$ cat config.mk
export PLATFORM = sky130hd
export DESIGN_NAME = hcbp_back
export DESIGN_NICKNAME = d
export VERILOG_FILES = /design/src/sv/hcbp_pkg.sv /design/src/sv/hcbp_back.sv
export SDC_FILE = /design/constraint.sdc
export NUM_CORES = 1
export LEC_CHECK = 0
export BUFFER_PORTS_ARGS = -buffer_cell sky130_fd_sc_hd__clkbuf_2
export CAP_MARGIN = 20
export CORE_MARGIN = 10
export CORE_UTILIZATION = 49
export CTS_CLUSTER_DIAMETER = 200
export DETAILED_ROUTE_END_ITERATION = 8
export GPL_TIMING_DRIVEN = 1
export PLACE_DENSITY = 0.69
export SYNTH_ARGS = -nofsm -noshare
export SYNTH_HDL_FRONTEND = slang
export SYNTH_SLANG_ARGS = --single-unit
$ cat constraint.sdc
create_clock -name clk -period 3.4 [get_ports clk]
set_clock_uncertainty 0.15 [all_clocks]
set_input_delay 0.34 -clock clk [delete_from_list [all_inputs] [get_ports clk]]
set_output_delay 0.34 -clock clk [all_outputs]
set_load 0.005 [all_outputs]
$ cat src/sv/hcbp_pkg.sv
`default_nettype none
package hcbp_pkg;

	localparam int BYTE_W = 8;
	localparam int CMD_W = 2;
	localparam int SYM_W = 8;
	localparam int VAL_W = 32;
	localparam int LEN_W = 6;
	localparam int PAD_W = 3;
	localparam int QUEUE_DEPTH = 4;

	typedef enum logic [CMD_W-1:0] {
		CMD_LOAD   = 2'd0,
		CMD_ENCODE = 2'd1,
		CMD_FLUSH  = 2'd2,
		CMD_NONE   = 2'd3
	} cmd_t;

endpackage
`default_nettype wire

$ cat src/sv/hcbp_back.sv
`default_nettype none
module hcbp_back import hcbp_pkg::*; #(
	parameter int MAX_CODE_LEN = 32,
	parameter int LW = $clog2(MAX_CODE_LEN+1),
	parameter int OP_W = 1 + LW + MAX_CODE_LEN
) (
	input  wire logic              clk,
	input  wire logic              arst_n,
	input  wire logic [PAD_W-1:0]  pad,
	input  wire logic              op_valid,
	input  wire logic [OP_W-1:0]   op_data,
	output logic                   op_pop,
	output logic                   out_valid,
	input  wire logic              out_ready,
	output logic [BYTE_W-1:0]      out_byte,
	output logic                   out_last
);

	localparam int MAX = MAX_CODE_LEN;
	localparam int W = MAX + 7;
	localparam int CW = $clog2(MAX + 8);

	// bit buffer kept MSB-aligned; bits past cnt_q are always zero
	logic [W-1:0]      acc_q;
	logic [CW-1:0]     cnt_q;
	logic              open_q;
	logic              out_valid_q;
	logic [BYTE_W-1:0] out_byte_q;
	logic              out_last_q;

	logic              op_flush;
	logic [LW-1:0]     op_len;
	logic [MAX-1:0]    op_code;
	logic              out_ok;
	logic [2:0]        base_cnt;
	logic [W-1:0]      base_acc;
	logic [W-1:0]      merged;
	logic              has_byte;
	logic              emit;
	logic [BYTE_W-1:0] byte_d;
	logic              last_d;
	logic [W-1:0]      acc_d;
	logic [CW-1:0]     cnt_d;
	logic              open_d;

	assign out_valid = out_valid_q;
	assign out_byte = out_byte_q;
	assign out_last = out_last_q;

	always_comb begin
		op_flush = op_data[OP_W-1];
		op_len = op_data[MAX+LW-1 -: LW];
		op_code = op_data[MAX-1:0];
		out_ok = !out_valid_q || out_ready;
		base_cnt = open_q ? cnt_q[2:0] : pad;
		base_acc = open_q ? acc_q : '0;
		merged = base_acc | ({op_code, 7'b0} >> base_cnt);
		has_byte = cnt_q >= CW'(BYTE_W);
		op_pop = op_valid && !has_byte && (!op_flush || out_ok);

		emit = 1'b0;
		byte_d = acc_q[W-1 -: BYTE_W];
		last_d = 1'b0;
		acc_d = acc_q;
		cnt_d = cnt_q;
		open_d = open_q;

		if (has_byte) begin
			if (out_ok) begin
				emit = 1'b1;
				last_d = (cnt_q - CW'(BYTE_W)) < CW'(BYTE_W);
				acc_d = acc_q << BYTE_W;
				cnt_d = cnt_q - CW'(BYTE_W);
			end
		end else if (op_pop) begin
			if (op_flush) begin
				// partial byte goes out right-aligned
				emit = open_q && cnt_q != '0;
				byte_d = acc_q[W-1 -: BYTE_W] >> (4'd8 - {1'b0, cnt_q[2:0]});
				last_d = 1'b1;
				acc_d = '0;
				cnt_d = '0;
				open_d = 1'b0;
			end else begin
				acc_d = merged;
				cnt_d = CW'(base_cnt) + CW'(op_len);
				open_d = 1'b1;
			end
		end
	end

	always_ff @(posedge clk or negedge arst_n) begin
		if (!arst_n) begin
			acc_q <= '0;
			cnt_q <= '0;
			open_q <= 1'b0;
			out_valid_q <= 1'b0;
		end else begin
			acc_q <= acc_d;
			cnt_q <= cnt_d;
			open_q <= open_d;
			if (emit) begin
				out_valid_q <= 1'b1;
			end else if (out_ready) begin
				out_valid_q <= 1'b0;
			end
		end
	end

	always_ff @(posedge clk) begin
		if (emit) begin
			out_byte_q <= byte_d;
			out_last_q <= last_d;
		end
	end

endmodule
`default_nettype wire
Yosys cells after proc, flatten, opt, wreduce, memory -nomap -nowiden. Index checks and enable logic that the tools add are counted. Widths: inputs -> output; s select.

Logic and storage cells: 53. Output and inout port bits: 11. Input port bits: 46. Register bits after elaboration: 56.

Order comparisons: 2. Equal/unequal tests: 1. Bitwise logic cells: 2. Muxes and demuxes: 24. Add/sub/neg operators: 3. Shifts and indexed selects: 2. Reductions and logical operators: 13.

Operators by type and width (number): $mux 39 (5); $or 39x39->39 (1); $shr 39x3->39 (1); $mux 6 (4); $mux 8 (3); $mux 1 (11); $shr 8x4->8 (1); $add 3x6->6 (1); $ge 6x4->1 const B (1); $lt 6x4->1 const B (1); $reduce_bool 6->1 (1); $sub 6x4->6 const B (1); $reduce_and 2->1 (2); $reduce_bool 2->1 (2); $sub 4x3->4 const A (1); $logic_and 1x1->1 (3); $logic_not 1->1 (3); $mux 3 (1); $logic_or 1x1->1 (2); $ne 2x2->1 const B (1); $not 1->1 (1).

Longest topological paths before layout.
Word-level depth: 7. Depth in mapped cells: 11. Gate-level depth less buffers: 9.

Least setup slack after synthesis. No wires, ideal clock.

Kind: flip-flop to flip-flop. Start: register cnt_q[0]. End: register out_byte_q[2], in the netlist out_byte[2] (data pin). Required time: 2.988 ns. Period minus slack after synthesis: 2.751 ns. Setup slack: 0.649 ns. Path buffers: 2. Stages on the path, launching flop included: 10. Data arrival time: 2.339 ns. Setup time: 0.262 ns. Cells stage by stage: dfrtp_1 -> buf_2 -> buf_1 -> inv_1 -> ha_1 -> xor2_2 -> mux4_2 -> nor2b_1 -> o21ai_0 -> o21ai_0.

Cells in the longest elaborated chain, start to end: 6. Elaborated cells on any way between the ends: 9. Those cells by class: add/sub: 1; order compare: 1; shift: 1; mux: 3; reduce/logical: 3.

RTL lines: start: declaration (RTL line hcbp_back.sv:25) `logic [CW-1:0] cnt_q;`; start signal: assignment (RTL line hcbp_back.sv:100) `cnt_q <= cnt_d;`; branches (longest 5 deep; another with $sub 4x3->4); $mux 8 * (RTL line hcbp_back.sv:68) `if (has_byte) begin`; net byte_d[2] (RTL line hcbp_back.sv:40) `logic [BYTE_W-1:0] byte_d;`; end signal: assignment (RTL line hcbp_back.sv:112) `out_byte_q <= byte_d;`; end: declaration (RTL line hcbp_back.sv:28) `logic [BYTE_W-1:0] out_byte_q;`.

Mark *: on every way through the listed nets, which the timed path passes. A chain may end at the register's enable or synchronous reset.

Worst setup path after layout.
Start: register cnt_q[4]. End: register out_byte_q[1], in the netlist out_byte[1] (enable).

Cells in the longest elaborated chain, start to end: 6. Elaborated cells on any way between the ends: 9. Those cells by class: order compare: 1; mux: 3; reduce/logical: 5.

RTL lines: $ge 6x4->1 (RTL line hcbp_back.sv:58) `has_byte = cnt_q >= CW'(BYTE_W);`; $logic_not 1->1 (RTL line hcbp_back.sv:59) `op_pop = op_valid && !has_byte && (!op_flush || out_ok);`; $logic_and 1x1->1 (2 in a row) (RTL line hcbp_back.sv:59); $mux 1 (RTL line hcbp_back.sv:75) `end else if (op_pop) begin`; $mux 1 * (RTL line hcbp_back.sv:68); net emit (RTL line hcbp_back.sv:39) `logic emit;`.

The timed path passes the listed nets; every way through them passes the cells marked *.

==> reports/summary.txt <==
Hold WC Path Type = in -> reg
post-synthesis cell type count = 61
Clock Tree Buf Depth = 2
Initial Util = 0.507
GPL Wtd Cong = 0.871
DRC Markers = 0
Post-CTS Setup Bufs = 0
TritonCTS Buffers = 5
post-route cell area = 0.00488 sq mm
fmax = 0.370 GHz
Worst slew margin = 0.271
max cap viols = 0
first-pass GRT wire length = 23200 microns
Worst Setup Start Kind = register
WL final = 14200 microns
layout cells sized above 1 = 0.187
Clk Latency, worst-skew pair = 320 ps
Async SR Flop Fraction = 0.839
worst setup margin = 695 ps
DRT antenna net count = 0
#FFs+latches synth = 56
TritonCTS clock tree = yes
mean post-synth cell area = 8.62 sq um
Syn. warnings = 0
clk root buf = clkbuf_8
DR vias = 4487
CTS Sinks = 56
Synth Cell Area = 0.00444 sq mm
Most used DFF post-synth = dfrtp_1
n_diodes = 0
GRT Util Overall = 0.213
area growth from synthesis to layout = 9.92%
antenna violations before repair = 0
IO Count = 57
TNS Setup = 0 ps
Resized cells post-CTS = 0
WP data required = 3250 ps
static leakage = 2.12 nW
die area = 0.0133 sq mm
via count of the first global-routing pass = 4495
Placed Area = 0.00476 sq mm
final core occ = 0.557
largest net degree at the start of global routing = 32
critical path fanouts, max = 11
remaining global-route overflow = 0
Pwr Density = 959 mW/mm^2
Hold Slack = 227 ps
Slew Viols, Final = 0
critical path capture point type = register
Setup violations, final = 0
most common cell after layout, fill and taps aside = nand2_1
final hold viol count = 0
hold-fix buffer count after cts = 1
Post-Syn Instances = 515
Worst-Margin Slew = 1090 ps
core box area = 0.00876 sq mm
placed wire-length estimate = 10100 microns
CTS H-tree lvls = 2
DRT Pass-1 Iters = 6
DIE WIDTH = 115 microns
DR vias/cell = 6.76
status = finished clean
crit path kind = reg -> reg
RSZ-0062 raised after global routing = no
Post-Syn Nets = 568
most frequent cells in the layout = 85 x nand2_1, 64 x o21ai_0, 56 x clkbuf_2
clk slew on worst S/H paths = 110 ps
sequential-to-total area share from yosys stat = 0.326
Cell Rows = 34
fin nets = 608
Place WS = 749 ps
crit path time final = 2710 ps
Final Cycle Share = 0.796
routed len/inst = 21.4 microns
EDFF count, synth = 9
Die Ht = 115 microns
Port-buffer cells = 56
DR iter-0 viols = 661
crit path DAT = 2550 ps
Max VDD drop = 326 uV
-- logic make-up after synthesis --
| group | Yosys count | synth area share |
|---|---|---|
| xor+xnor | 5 | 0.0116 |
| flops | 56 | 0.326 |
| buf+inv | 47 | 0.0558 |
| compound gates | 198 | 0.302 |
| fa+ha+maj | 7 | 0.0214 |
| mux | 55 | 0.141 |
| simple gates | 147 | 0.143 |
-- layout make-up --
class                      count  area (sq um)
fill                         841          3880
multi-input combinational    412          2760
sequential                    56          1450
timing repair buffer          71           395
tap                          108           135
clock buffer                   5          68.8
clock inverter                 3          42.5
inverter                       9          33.8
-- critical path, cell delays in order, from the launching register on --
cell and delay (ps):
dfrtp_1 430, inv_1 90, ha_1 210, or4b_4 230
nand2_1 270, nor3_1 430, nand3_1 200, nand2_1 370
-- synth_stat cells (9+ instances only) --
cell type,number,share of area
nand2_1,85,0.072
o21ai_0,64,0.072
dfrtp_1,47,0.26
mux2i_1,44,0.099
nor2_1,28,0.024
a22oi_1,19,0.032
a21oi_1,18,0.020
a31oi_1,16,0.023
o22ai_1,16,0.023
a221oi_1,15,0.030
clkbuf_1,14,0.012
buf_2,12,0.014
o221ai_1,12,0.024
nand3_1,11,0.012
edfxtp_1,9,0.061
-- flip-flops by register name (all words and copies together) (netlist names) --
signal	flops
acc_q	39
cnt_q	6
open_q	1
out_byte	8
out_last	1
out_valid	1
-- where the power goes --
group | switching [mW] | internal, mW
sequential | 0.318 | 0.979
combinational | 1.76 | 1.15
clock | 0.250 | 0.219
-- metrics by stage --
stage	power, mW	instances
floorplan	3.42	515
global placement	4.09	655
detailed placement	4.15	655
CTS	4.62	664
global route	5.02	664
finish	4.68	664
-- metal layers --
metal,routed length (microns),share of wire,GRT usage
met5,0,0,0
met4,365,0.026,0.0726
met3,1230,0.086,0.0411
met2,6510,0.46,0.334
met1,6090,0.43,0.288
-- final timing paths --
| path | startpoint | slack, ps | to | cells past startpoint |
|---|---|---|---|---|
| max in group asynchronous | arst_n | 1780 | cnt_q[1] | 3 |
| worst min-delay path | op_data[37] | 230 | cnt_q[5] | 4 |
| worst max register to register | cnt_q[4] | 690 | out_byte[1] | 7 |
| min in group asynchronous | arst_n | 520 | acc_q[36] | 2 |
| worst min register to register | acc_q[0] | 350 | acc_q[0] | 2 |
| worst max-delay path | cnt_q[4] | 690 | out_byte[1] | 7 |
(Power assumes the default switching activity.)
