### src/sv/hcbp_pkg.sv
`default_nettype none
package hcbp_pkg;

	localparam int BYTE_W = 8;
	localparam int CMD_W = 2;
	localparam int SYM_W = 8;
	localparam int VAL_W = 32;
	localparam int LEN_W = 6;
	localparam int PAD_W = 3;
	localparam int QUEUE_DEPTH = 4;

	typedef enum logic [CMD_W-1:0] {
		CMD_LOAD   = 2'd0,
		CMD_ENCODE = 2'd1,
		CMD_FLUSH  = 2'd2,
		CMD_NONE   = 2'd3
	} cmd_t;

endpackage
`default_nettype wire

### src/sv/hcbp_queue.sv
`default_nettype none
module hcbp_queue import hcbp_pkg::*; #(
	parameter int DATA_W = 8,
	parameter int DEPTH = 4
) (
	input  wire logic                         clk,
	input  wire logic                         arst_n,
	input  wire logic                         push,
	input  wire logic [DATA_W-1:0]            push_data,
	input  wire logic                         pop,
	output logic                              rd_valid,
	output logic [DATA_W-1:0]                 rd_data,
	output logic [$clog2(DEPTH+1)-1:0]        fill
);

	localparam int PW = (DEPTH > 1) ? $clog2(DEPTH) : 1;
	localparam int CW = $clog2(DEPTH+1);

	logic [DATA_W-1:0] slot_q [DEPTH];
	logic [PW-1:0]     wr_ptr_q;
	logic [PW-1:0]     rd_ptr_q;
	logic [CW-1:0]     count_q;

	assign rd_valid = count_q != '0;
	assign rd_data = slot_q[rd_ptr_q];
	assign fill = count_q;

	always_ff @(posedge clk) begin
		if (push) begin
			slot_q[wr_ptr_q] <= push_data;
		end
	end

	always_ff @(posedge clk or negedge arst_n) begin
		if (!arst_n) begin
			wr_ptr_q <= '0;
			rd_ptr_q <= '0;
			count_q <= '0;
		end else begin
			if (push) begin
				wr_ptr_q <= (wr_ptr_q == PW'(DEPTH-1)) ? '0 : wr_ptr_q + 1'b1;
			end
			if (pop) begin
				rd_ptr_q <= (rd_ptr_q == PW'(DEPTH-1)) ? '0 : rd_ptr_q + 1'b1;
			end
			if (push && !pop) begin
				count_q <= count_q + 1'b1;
			end else if (pop && !push) begin
				count_q <= count_q - 1'b1;
			end
		end
	end

endmodule
`default_nettype wire

### config.mk
export PLATFORM = sky130hd
export DESIGN_NAME = hcbp_queue
export DESIGN_NICKNAME = d
export VERILOG_FILES = /design/src/sv/hcbp_pkg.sv /design/src/sv/hcbp_queue.sv
export SDC_FILE = /design/constraint.sdc
export NUM_CORES = 1
export LEC_CHECK = 0
export ABC_AREA = 1
export BUFFER_PORTS_ARGS = -buffer_cell sky130_fd_sc_hd__buf_2
export CORE_UTILIZATION = 55
export CTS_CLUSTER_DIAMETER = 100
export CTS_CLUSTER_SIZE = 12
export DETAILED_ROUTE_END_ITERATION = 8
export HOLD_SLACK_MARGIN = 0.12
export PLACE_DENSITY = 0.78
export SLEW_MARGIN = 30
export SYNTH_ARGS = -nofsm -noshare
export SYNTH_HDL_FRONTEND = slang
export SYNTH_SLANG_ARGS = --single-unit
### constraint.sdc
create_clock -name clk -period 1.5 [get_ports clk]
set_clock_uncertainty 0.15 [all_clocks]
set_input_delay 0.375 -clock clk [delete_from_list [all_inputs] [get_ports clk]]
set_output_delay 0.375 -clock clk [all_outputs]
set_load 0.02 [all_outputs]
## Word-level counts from Yosys, hierarchy flattened

Memory sizes are Yosys's and may differ from the RTL's.
Index checks and enable logic that the tools add are counted.

- Add/subtract/negate cells: 4
- Equal/unequal tests: 2
- Multiplexer cells: 6
- Reductions and logical operators: 6

Operators by type and width:

| cell | number |
|---|---|
| $mux W3 | 2 |
| $add A2 B1 Y2 const B | 2 |
| $eq A2 B2 Y1 const B | 2 |
| $mux W2 | 2 |
| $add A3 B1 Y3 const B | 1 |
| $reduce_bool A3 Y1 | 1 |
| $sub A3 B1 Y3 const B | 1 |
| $logic_and A1 B1 Y1 | 2 |
| $logic_not A1 Y1 | 2 |
| $mux W1 | 2 |
| $reduce_bool A2 Y1 | 1 |

- Register bits: 7
- Memory bits (writable): 32
- Input port bits: 12
- Output and inout bits: 12
- Word-level logic and storage cells: 22
- Memories kept: 1

Memories:

| name | depth | width | read ports | clocked after Yosys merged registers in | write ports | RTL line | text |
|---|---|---|---|---|---|---|---|
| slot_q | 4 | 8 | 1 | 0 | 1 | hcbp_queue.sv:19 | `logic [DATA_W-1:0] slot_q [DEPTH];` |

## Logic depth before layout (Yosys ltp)

Gate-level depths: netlist (run 1).

- Depth in word-level cells: 4
- Gate-level depth with buffers: 9

## Worst setup path after synthesis (run 1)

OpenSTA, ideal clock, no wires.

- Kind: input port to flip-flop
- Start: in pop
- End: reg count_q[2], in the netlist fill[2]
- Arrival: 1242 ps
- Path slack: -9 ps
- Stages: 8
- Path buffers: 0
- Path through: inv_1 -> ha_1 -> inv_1 -> fa_1 -> nand2_1 -> nand3_1 -> nand2_1 -> nand2_1

- Longest elaborated chain between the ends: 3

RTL lines:

| element | RTL line | text |
|---|---|---|
| start, declared | hcbp_queue.sv:10 | `input wire logic pop,` |
| $logic_not A1 Y1 | hcbp_queue.sv:46 | `if (push && !pop) begin` |
| $logic_and A1 B1 Y1 | hcbp_queue.sv:46 |  |
| $mux W3 / $reduce_bool A2 Y1 (equally long branches) | -- |  |
| end signal, assigned | hcbp_queue.sv:47 | `count_q <= count_q + 1'b1;` |
| end signal, assigned | hcbp_queue.sv:49 | `count_q <= count_q - 1'b1;` |
| end, declared | hcbp_queue.sv:22 | `logic [CW-1:0] count_q;` |

Parallel ways exist; a longest one is shown, timed or not.
A chain may end at the register's enable or synchronous reset.

## Worst setup path in the final report (run 1)

- Start: reg rd_ptr_q[0]
- End: out rd_data[4]

- Longest elaborated chain between the ends: 1

RTL lines:

| element | RTL line | text |
|---|---|---|
| start, declared | hcbp_queue.sv:21 | `logic [PW-1:0] rd_ptr_q;` |
| start signal, assigned | hcbp_queue.sv:44 | `rd_ptr_q <= (rd_ptr_q == PW'(DEPTH-1)) ? '0 : rd_ptr_q + 1'b1;` |
| $mem_v2 Z4 W8 | -- |  |
| end, declared | hcbp_queue.sv:12 | `output logic [DATA_W-1:0] rd_data,` |

No other way between the ends.

==> summary.txt, run 1 <==
Cells and area
  – Design Area, Final: 2260 um^2
  – Area of the multi-input gates: 427 um^2
  – Layout area overhead: 32.7%
  – Nets@finish: 216
  – Ant diodes: 0
  – Register area: 1140 um^2
  – Post-Layout Cell Count: 229
  – Share of layout cells above drive strength 1: 0.288
  – Fill cell count: 174

Placed design
  – Cell Area, Placed: 1970 um^2
  – Routability Congestion: 0.742
  – Post-place setup slack: -0.161 ns
  – Cells after DPL: 205
  – Port bufs: 23
  – Post-DP HPWL: 2030 um

Worst setup path
  – Crit-path cells: inv_2 -> buf_12 -> nand2_1 -> o211ai_1 -> nand2_1 -> buf_2
  – Slowest stage delay, CP: 0.40 ns
  – Crit path buf inv count: 3
  – Delay-heaviest family, CP: buffers and inverters
  – Worst EP required: 0.97 ns
  – Critical-path top delay cell: dfrtp_1
  – Max FO, Critical Path: 16
  – Worst Setup End Kind: output port
  – CP startpoint kind: flip-flop
  – Crit path kind: reg2out
  – Worst EP arrival: 1.40 ns
  – Worst path most repeated cell: nand2_1

Synthesis
  – Mapped Area: 1700 um^2
  – Sequential-to-total area share from yosys stat: 0.667
  – #FFs+latches synth: 39
  – Avg Cell Area, Syn: 11.8 um^2
  – Warnings, synthesis: 0
  – Syn nets: 163
  – Syn Inst Count: 144
  – Count of different cell masters after synthesis: 18

CTS
  – CTS max path bufs: 2
  – Clock transition at path regs: 0.11 ns
  – CTS root buffer: clkbuf_4
  – Clock sinks: 39
  – CTS Buf Count: 5
  – H-tree levels: 2
  – CTS tree: built
  – Clock Latency Late Sink: 0.35 ns

Floorplan
  – # rows: 19
  – Die area: 3320 um^2
  – Initial Utilization: 0.597
  – CORE AREA: 2850 um^2
  – Die Y: 57.6 um
  – Die width: 57.6 um
  – I/O pin total: 24

Detailed routing
  – Final wirelength: 3180 um
  – WL per Instance: 13.9 um
  – Detailed Route Iter0 Violations: 26
  – Routed vias: 1167
  – ANT nets after route: 0
  – Via density: 5.10
  – DRC violations left: 2
  – Drt first pass iters: 6

Timing
  – Max-slew violations: 0
  – Final hold vios: 0
  – RSZ-0062 raised after global routing: true
  – Fmax: 0.520 GHz
  – Tmin final: 1.92 ns
  – Tcrit/Tclk final: 1.28
  – Worst Max-Slew Pin Slew: 0.193 ns
  – Max-slew headroom: 0.870
  – # setup viols final: 12
  – Min setup slack post-route: -0.422 ns

Global route
  – Global Route Usage Sum: 0.227
  – Largest net degree at the start of global routing: 18
  – Initial antenna violation count: 0
  – Grt total ovfl: 0
  – Global-route wire length before repair: 5250 um
  – Vias in the first global route: 1172

Pwr
  – VDD IR-drop max: 1480 uV
  – P_leak: 1.03 nW
  – PD cells: 1900 nW/um^2

Outcome
  – Status: finished, violations left
  – Failing checks: design-rule violations, negative setup slack

Hold path
  – Hold Crit Class: in2reg

Flow run
  – Max Cap Viol: 0
==> metrics by stage <==
step,setup TNS (ns),utilization,hold slack (ns),total power [mW]
2_1_floorplan,0,-,-0.0706,2.57
5_1_grt,-4.49,0.792,0.202,4.55
4_1_cts,-3.62,0.775,0.180,4.20
3_5_place_dp,-0.394,0.692,0.0781,3.20
6_report,-3.53,0.792,0.192,4.30
3_3_place_gp,-0.184,0.692,0.0646,3.09
==> registers in the layout (all words and copies together) (netlist names) <==
name / count
slot_q: 32
rd_ptr_q: 2
fill: 3
wr_ptr_q: 2
==> synth_stat cells <==
library cell	n	area share
nand2_1	40	0.088
edfxtp_1	32	0.56
inv_1	27	0.060
o211ai_1	16	0.071
dfrtp_1	7	0.10
ha_1	6	0.044
o21ai_0	3	0.0088
buf_6	2	0.013
inv_2	2	0.0044
a21oi_1	1	0.0029
buf_4	1	0.0044
clkbuf_8	1	0.0081
fa_1	1	0.012
nand3_1	1	0.0029
nand4_1	1	0.0037
nor2_1	1	0.0022
o21ai_1	1	0.0029
xnor2_1	1	0.0051
==> path summary, 6_finish.rpt <==
path	startpoint	endpoint	slack, ns	cells past startpoint
min in group asynchronous	arst_n	wr_ptr_q[1]	0.23	2
worst min-delay path	pop	rd_ptr_q[1]	0.19	3
worst min register to register	fill[2]	fill[2]	0.37	2
max in group asynchronous	arst_n	fill[1]	0.79	2
worst max-delay path	rd_ptr_q[0]	rd_data[4]	-0.42	6
worst max register to register	fill[0]	fill[2]	-0.05	8
==> area by class of cell <==
type,count,share of cell area
Multi-Input combinational cell,72,0.189
Inverter,29,0.0482
Timing Repair Buffer,50,0.197
Clock inverter,2,0.0266
Tap cell,31,0.0172
Sequential cell,39,0.504
Clock buffer,6,0.0183
==> worst reg2reg max path, delay by kind of cell, from the launching register on <==
kind	cells	cell delay, ns
DFF	1	0.44
and+or+nand+nor	4	0.24
adders and majority gates	1	0.37
buffers and inverters	3	0.31
==> power by group <==
part | total [mW] | switching [mW] | internal, mW | leakage [nW]
clock network | 0.853 | 0.333 | 0.520 | 0.0525
logic | 1.88 | 1.04 | 0.846 | 0.606
registers | 1.57 | 0.124 | 1.44 | 0.376
total | 4.30 | 1.49 | 2.81 | 1.03
==> per-layer routing <==
| layer | up-vias | GRT usage | part of all wire | routed length [um] |
|---|---|---|---|---|
| li1 | 587 | - | - | - |
| met1 | 544 | 0.265 | 0.42 | 1340 |
| met2 | 26 | 0.387 | 0.52 | 1650 |
| met3 | 10 | 0.0469 | 0.029 | 92 |
| met4 | 0 | 0.139 | 0.032 | 102 |
| met5 | - | 0 | 0 | 0 |
==> timing repair <==
item	CTS	global route
hold buffers	9	0
endpoints found under the hold margin	39	0
gates resized for setup	9	6
pin swaps	2	4
setup buffers	3	4
setup endpoints to repair	11	13
==> cell usage in the layout, fill, tap and decap left out <==
cell type and n:
nand2_1 38, edfxtp_1 32, inv_1 26, buf_2 20, o211ai_1 16, dlygate4sd3_1 9
buf_4 9, ha_1 6, buf_6 6, buf_12 6, clkbuf_4 5, dfrtp_1 5
inv_2 3, o21ai_0 3, nand2_2 2, bufinv_16 2, dfrtp_2 2, nor2_1 1
xnor2_1 1, a21oi_1 1, o21ai_1 1, nand3_2 1, nand4_1 1, fa_2 1
clkbuf_1 1
==> cells by family (layout without fill, tap and decap cells) <==
logic type,after synthesis,after routing,synth area share
flip-flops,39,39,0.667
buffers and inverters,33,87,0.0896
AO/OA/AOI/OAI,21,21,0.0852
XOR/XNOR,1,1,0.00514
adder cells (fa/ha/maj),7,7,0.0558
AND/OR/NAND/NOR,43,43,0.0970
No activity file was read; power rests on OpenSTA's default activity.
==> run 2: changes to the inputs <==
--- a/config.mk
+++ b/config.mk
@@ -7,12 +7,12 @@
 export LEC_CHECK = 0
 export ABC_AREA = 1
 export BUFFER_PORTS_ARGS = -buffer_cell sky130_fd_sc_hd__buf_2
-export CORE_UTILIZATION = 55
+export CORE_UTILIZATION = 50
 export CTS_CLUSTER_DIAMETER = 100
 export CTS_CLUSTER_SIZE = 12
 export DETAILED_ROUTE_END_ITERATION = 8
 export HOLD_SLACK_MARGIN = 0.12
-export PLACE_DENSITY = 0.78
+export PLACE_DENSITY = 0.72
 export SLEW_MARGIN = 30
 export SYNTH_ARGS = -nofsm -noshare
 export SYNTH_HDL_FRONTEND = slang
==> summary.txt, run 2 (synthesis results as in run 1) <==
Outcome
  – Status: finished, violations left
  – Failing checks: negative setup slack

CTS
  – H-tree levels: 2 (unchanged)
  – Clock sinks: 39 (unchanged)
  – Clock Latency Late Sink: 0.34 ns (about the same)
  – CTS root buffer: clkbuf_4
  – CTS max path bufs: 2 (unchanged)
  – CTS Buf Count: 5 (unchanged)
  – CTS tree: built
  – Clock transition at path regs: 0.11 ns (about the same)

Hold path
  – Hold Crit Class: in2reg
  – Worst Hold Launch: push

Cells and area
  – Layout area overhead: 35.2%
  – Ant diodes: 0 (unchanged)
  – Nets@finish: 223 (+3.2%)
  – Fill cell count: 248 (+43%)
  – Max reg flops: 32 (unchanged)
  – Share of layout cells above drive strength 1: 0.332 (+0.0438)
  – Design Area, Final: 2300 um^2 (+1.9%)
  – Area of the multi-input gates: 439 um^2 (+2.9%)
  – Biggest register: slot_q
  – Register area: 1140 um^2 (-0.11%)
  – Commonest non-fill, non-tap cell in the layout: nand2_1
  – Leading cell types in the layout, fill and taps excluded: nand2_1 (34), edfxtp_1 (32), inv_1 (27)

Timing
  – Min setup slack post-route: -0.445 ns (-0.0234 ns)
  – Fmax: 0.514 GHz (-1.2%)
  – Worst Max-Slew Pin Slew: 0.213 ns (+0.0204 ns)
  – Max-slew violations: 0 (unchanged)
  – Max-slew headroom: 0.857 (-0.0133)
  – Tmin final: 1.95 ns (+0.0234 ns)
  – RSZ-0062 raised after global routing: true
  – # setup viols final: 12 (unchanged)
  – Final hold vios: 0 (unchanged)
  – Tcrit/Tclk final: 1.30 (+0.0156)

Floorplan
  – Die Y: 60.4 um (+4.7%)
  – Die width: 60.4 um (+4.7%)
  – I/O pin total: 24 (unchanged)
  – CORE AREA: 3150 um^2 (+11%)
  – Initial Utilization: 0.540 (-0.0569)
  – # rows: 20 (+1)
  – Die area: 3640 um^2 (+9.6%)

Pwr
  – P_leak: 1.06 nW (+2.9%)
  – NetSw: 1.58 mW (+5.6%)
  – PD cells: 1880 nW/um^2 (-1.2%)
  – Sw Ratio: 0.364 (+0.0172)
  – VDD IR-drop max: 1230 uV (-17%)
  – Power Total: 4.33 mW (+0.65%)
  – P_int: 2.75 mW (-2.0%)
  – Combinational share of power: 0.475 (+0.037)
  – Share of total power in the clock network: 0.160 (-0.038)
  – Sequential share of power: 0.365 (about the same)

Global route
  – Met3 usage: 0.0490 (+0.00217)
  – Met1 usage: 0.210 (-0.0543)
  – Met2 Track Usage GR: 0.374 (-0.0134)
  – Global-route wire length before repair: 5130 um (-2.2%)
  – Initial antenna violation count: 0 (unchanged)
  – Grt peak-use layer: met2
  – Vias in the first global route: 1181 (+0.77%)
  – Global Route Usage Sum: 0.209 (-0.0181)
  – Grt total ovfl: 0 (unchanged)
  – Largest net degree at the start of global routing: 22 (+4)

Worst setup path
  – Max FO, Critical Path: 10 (-6)
  – Worst EP arrival: 1.42 ns (+0.02 ns)
  – Worst r2r src: fill[0]
  – Crit path kind: reg2out
  – Worst Setup End Kind: output port
  – CP startpoint kind: flip-flop
  – CP Launch Point: rd_ptr_q[0]
  – Worst EP required: 0.97 ns (about the same)

Placed design
  – Post-place setup slack: -0.168 ns (-0.00745 ns)
  – Routability Congestion: 0.695 (-6.4%)
  – Port bufs: 23 (unchanged)
  – Post-DP HPWL: 2200 um (+8.5%)
  – Cell Area, Placed: 1960 um^2 (-0.44%)

Detailed routing
  – WL per Instance: 14.1 um (+1.8%)
  – Drt first pass iters: 4 (-2)
  – ANT nets after route: 0 (unchanged)
  – Via density: 4.91 (-3.6%)
  – Routed vias: 1223 (+4.8%)
  – DRC violations left: 0 (-2)
  – Detailed Route Iter0 Violations: 54 (+110%)
  – Final wirelength: 3520 um (+11%)

Flow run
  – Max Cap Viol: 0 (unchanged)
-- run 2: stage by stage --
step / instances / utilization / hold WS, ns / setup TNS, ns
global placement: 223 / 0.623 / 0.0641 / -0.194
detailed placement: 223 / 0.623 / 0.0693 / -0.404
finish: 249 / 0.730 / 0.215 / -3.77
CTS: 245 / 0.696 / 0.199 / -3.44
global route: 249 / 0.730 / 0.214 / -4.69
floorplan: 144 / - / -0.0706 / 0
-- run 2: layout make-up --
| type | count | area share |
|---|---|---|
| repair buffers | 57 | 0.208 |
| multi-input cells | 72 | 0.191 |
| clock inverters | 3 | 0.0190 |
| inverters | 29 | 0.0484 |
| well taps | 44 | 0.0239 |
| flip-flops and latches | 39 | 0.494 |
| clock buffers | 5 | 0.0163 |
-- run 2: layer usage --
| layer | vias up | routed length, um | share of wire |
|---|---|---|---|
| li1 | 600 | - | - |
| met4 | 0 | 119 | 0.034 |
| met5 | - | 0 | 0 |
| met2 | 28 | 1920 | 0.54 |
| met1 | 582 | 1390 | 0.39 |
| met3 | 13 | 94 | 0.027 |
-- run 2: what timing repair did --
action,CTS,global route
endpoints found under the setup margin,11,13
setup buffers,5,3
cloned,0,1
pin swaps,2,6
resized for setup,7,20
hold buffers,9,0
hold endpoints to repair,39,0
-- run 2: critical path, cell delays in order (launching register included) --
cell       delay, ns
dfrtp_1         0.43
inv_4           0.07
clkbuf_16       0.16
o211ai_1        0.17
nand2_1         0.08
buf_2           0.16
-- run 2: path summary, 6_finish.rpt --
kind	endpoint	slack, ns	cells after the start
min in group asynchronous	rd_ptr_q[0]	0.23	2
max in group asynchronous	fill[0]	0.79	2
setup reg to reg	fill[2]	-0.14	7
setup / recovery	rd_data[7]	-0.45	5
hold / removal	wr_ptr_q[0]	0.21	3
hold reg to reg	wr_ptr_q[0]	0.39	1
-- run 2: power groups by stage --
| stage | registers, mW | clock network, mW | logic, mW |
|---|---|---|---|
| after floorplan | 1.62 | 0 | 0.958 |
| after global placement | 1.58 | 0 | 1.47 |
| after detailed placement | 1.60 | 0 | 1.54 |
| after CTS | 1.55 | 0.705 | 1.74 |
| after global routing | 1.60 | 0.763 | 2.22 |
| final | 1.58 | 0.690 | 2.06 |
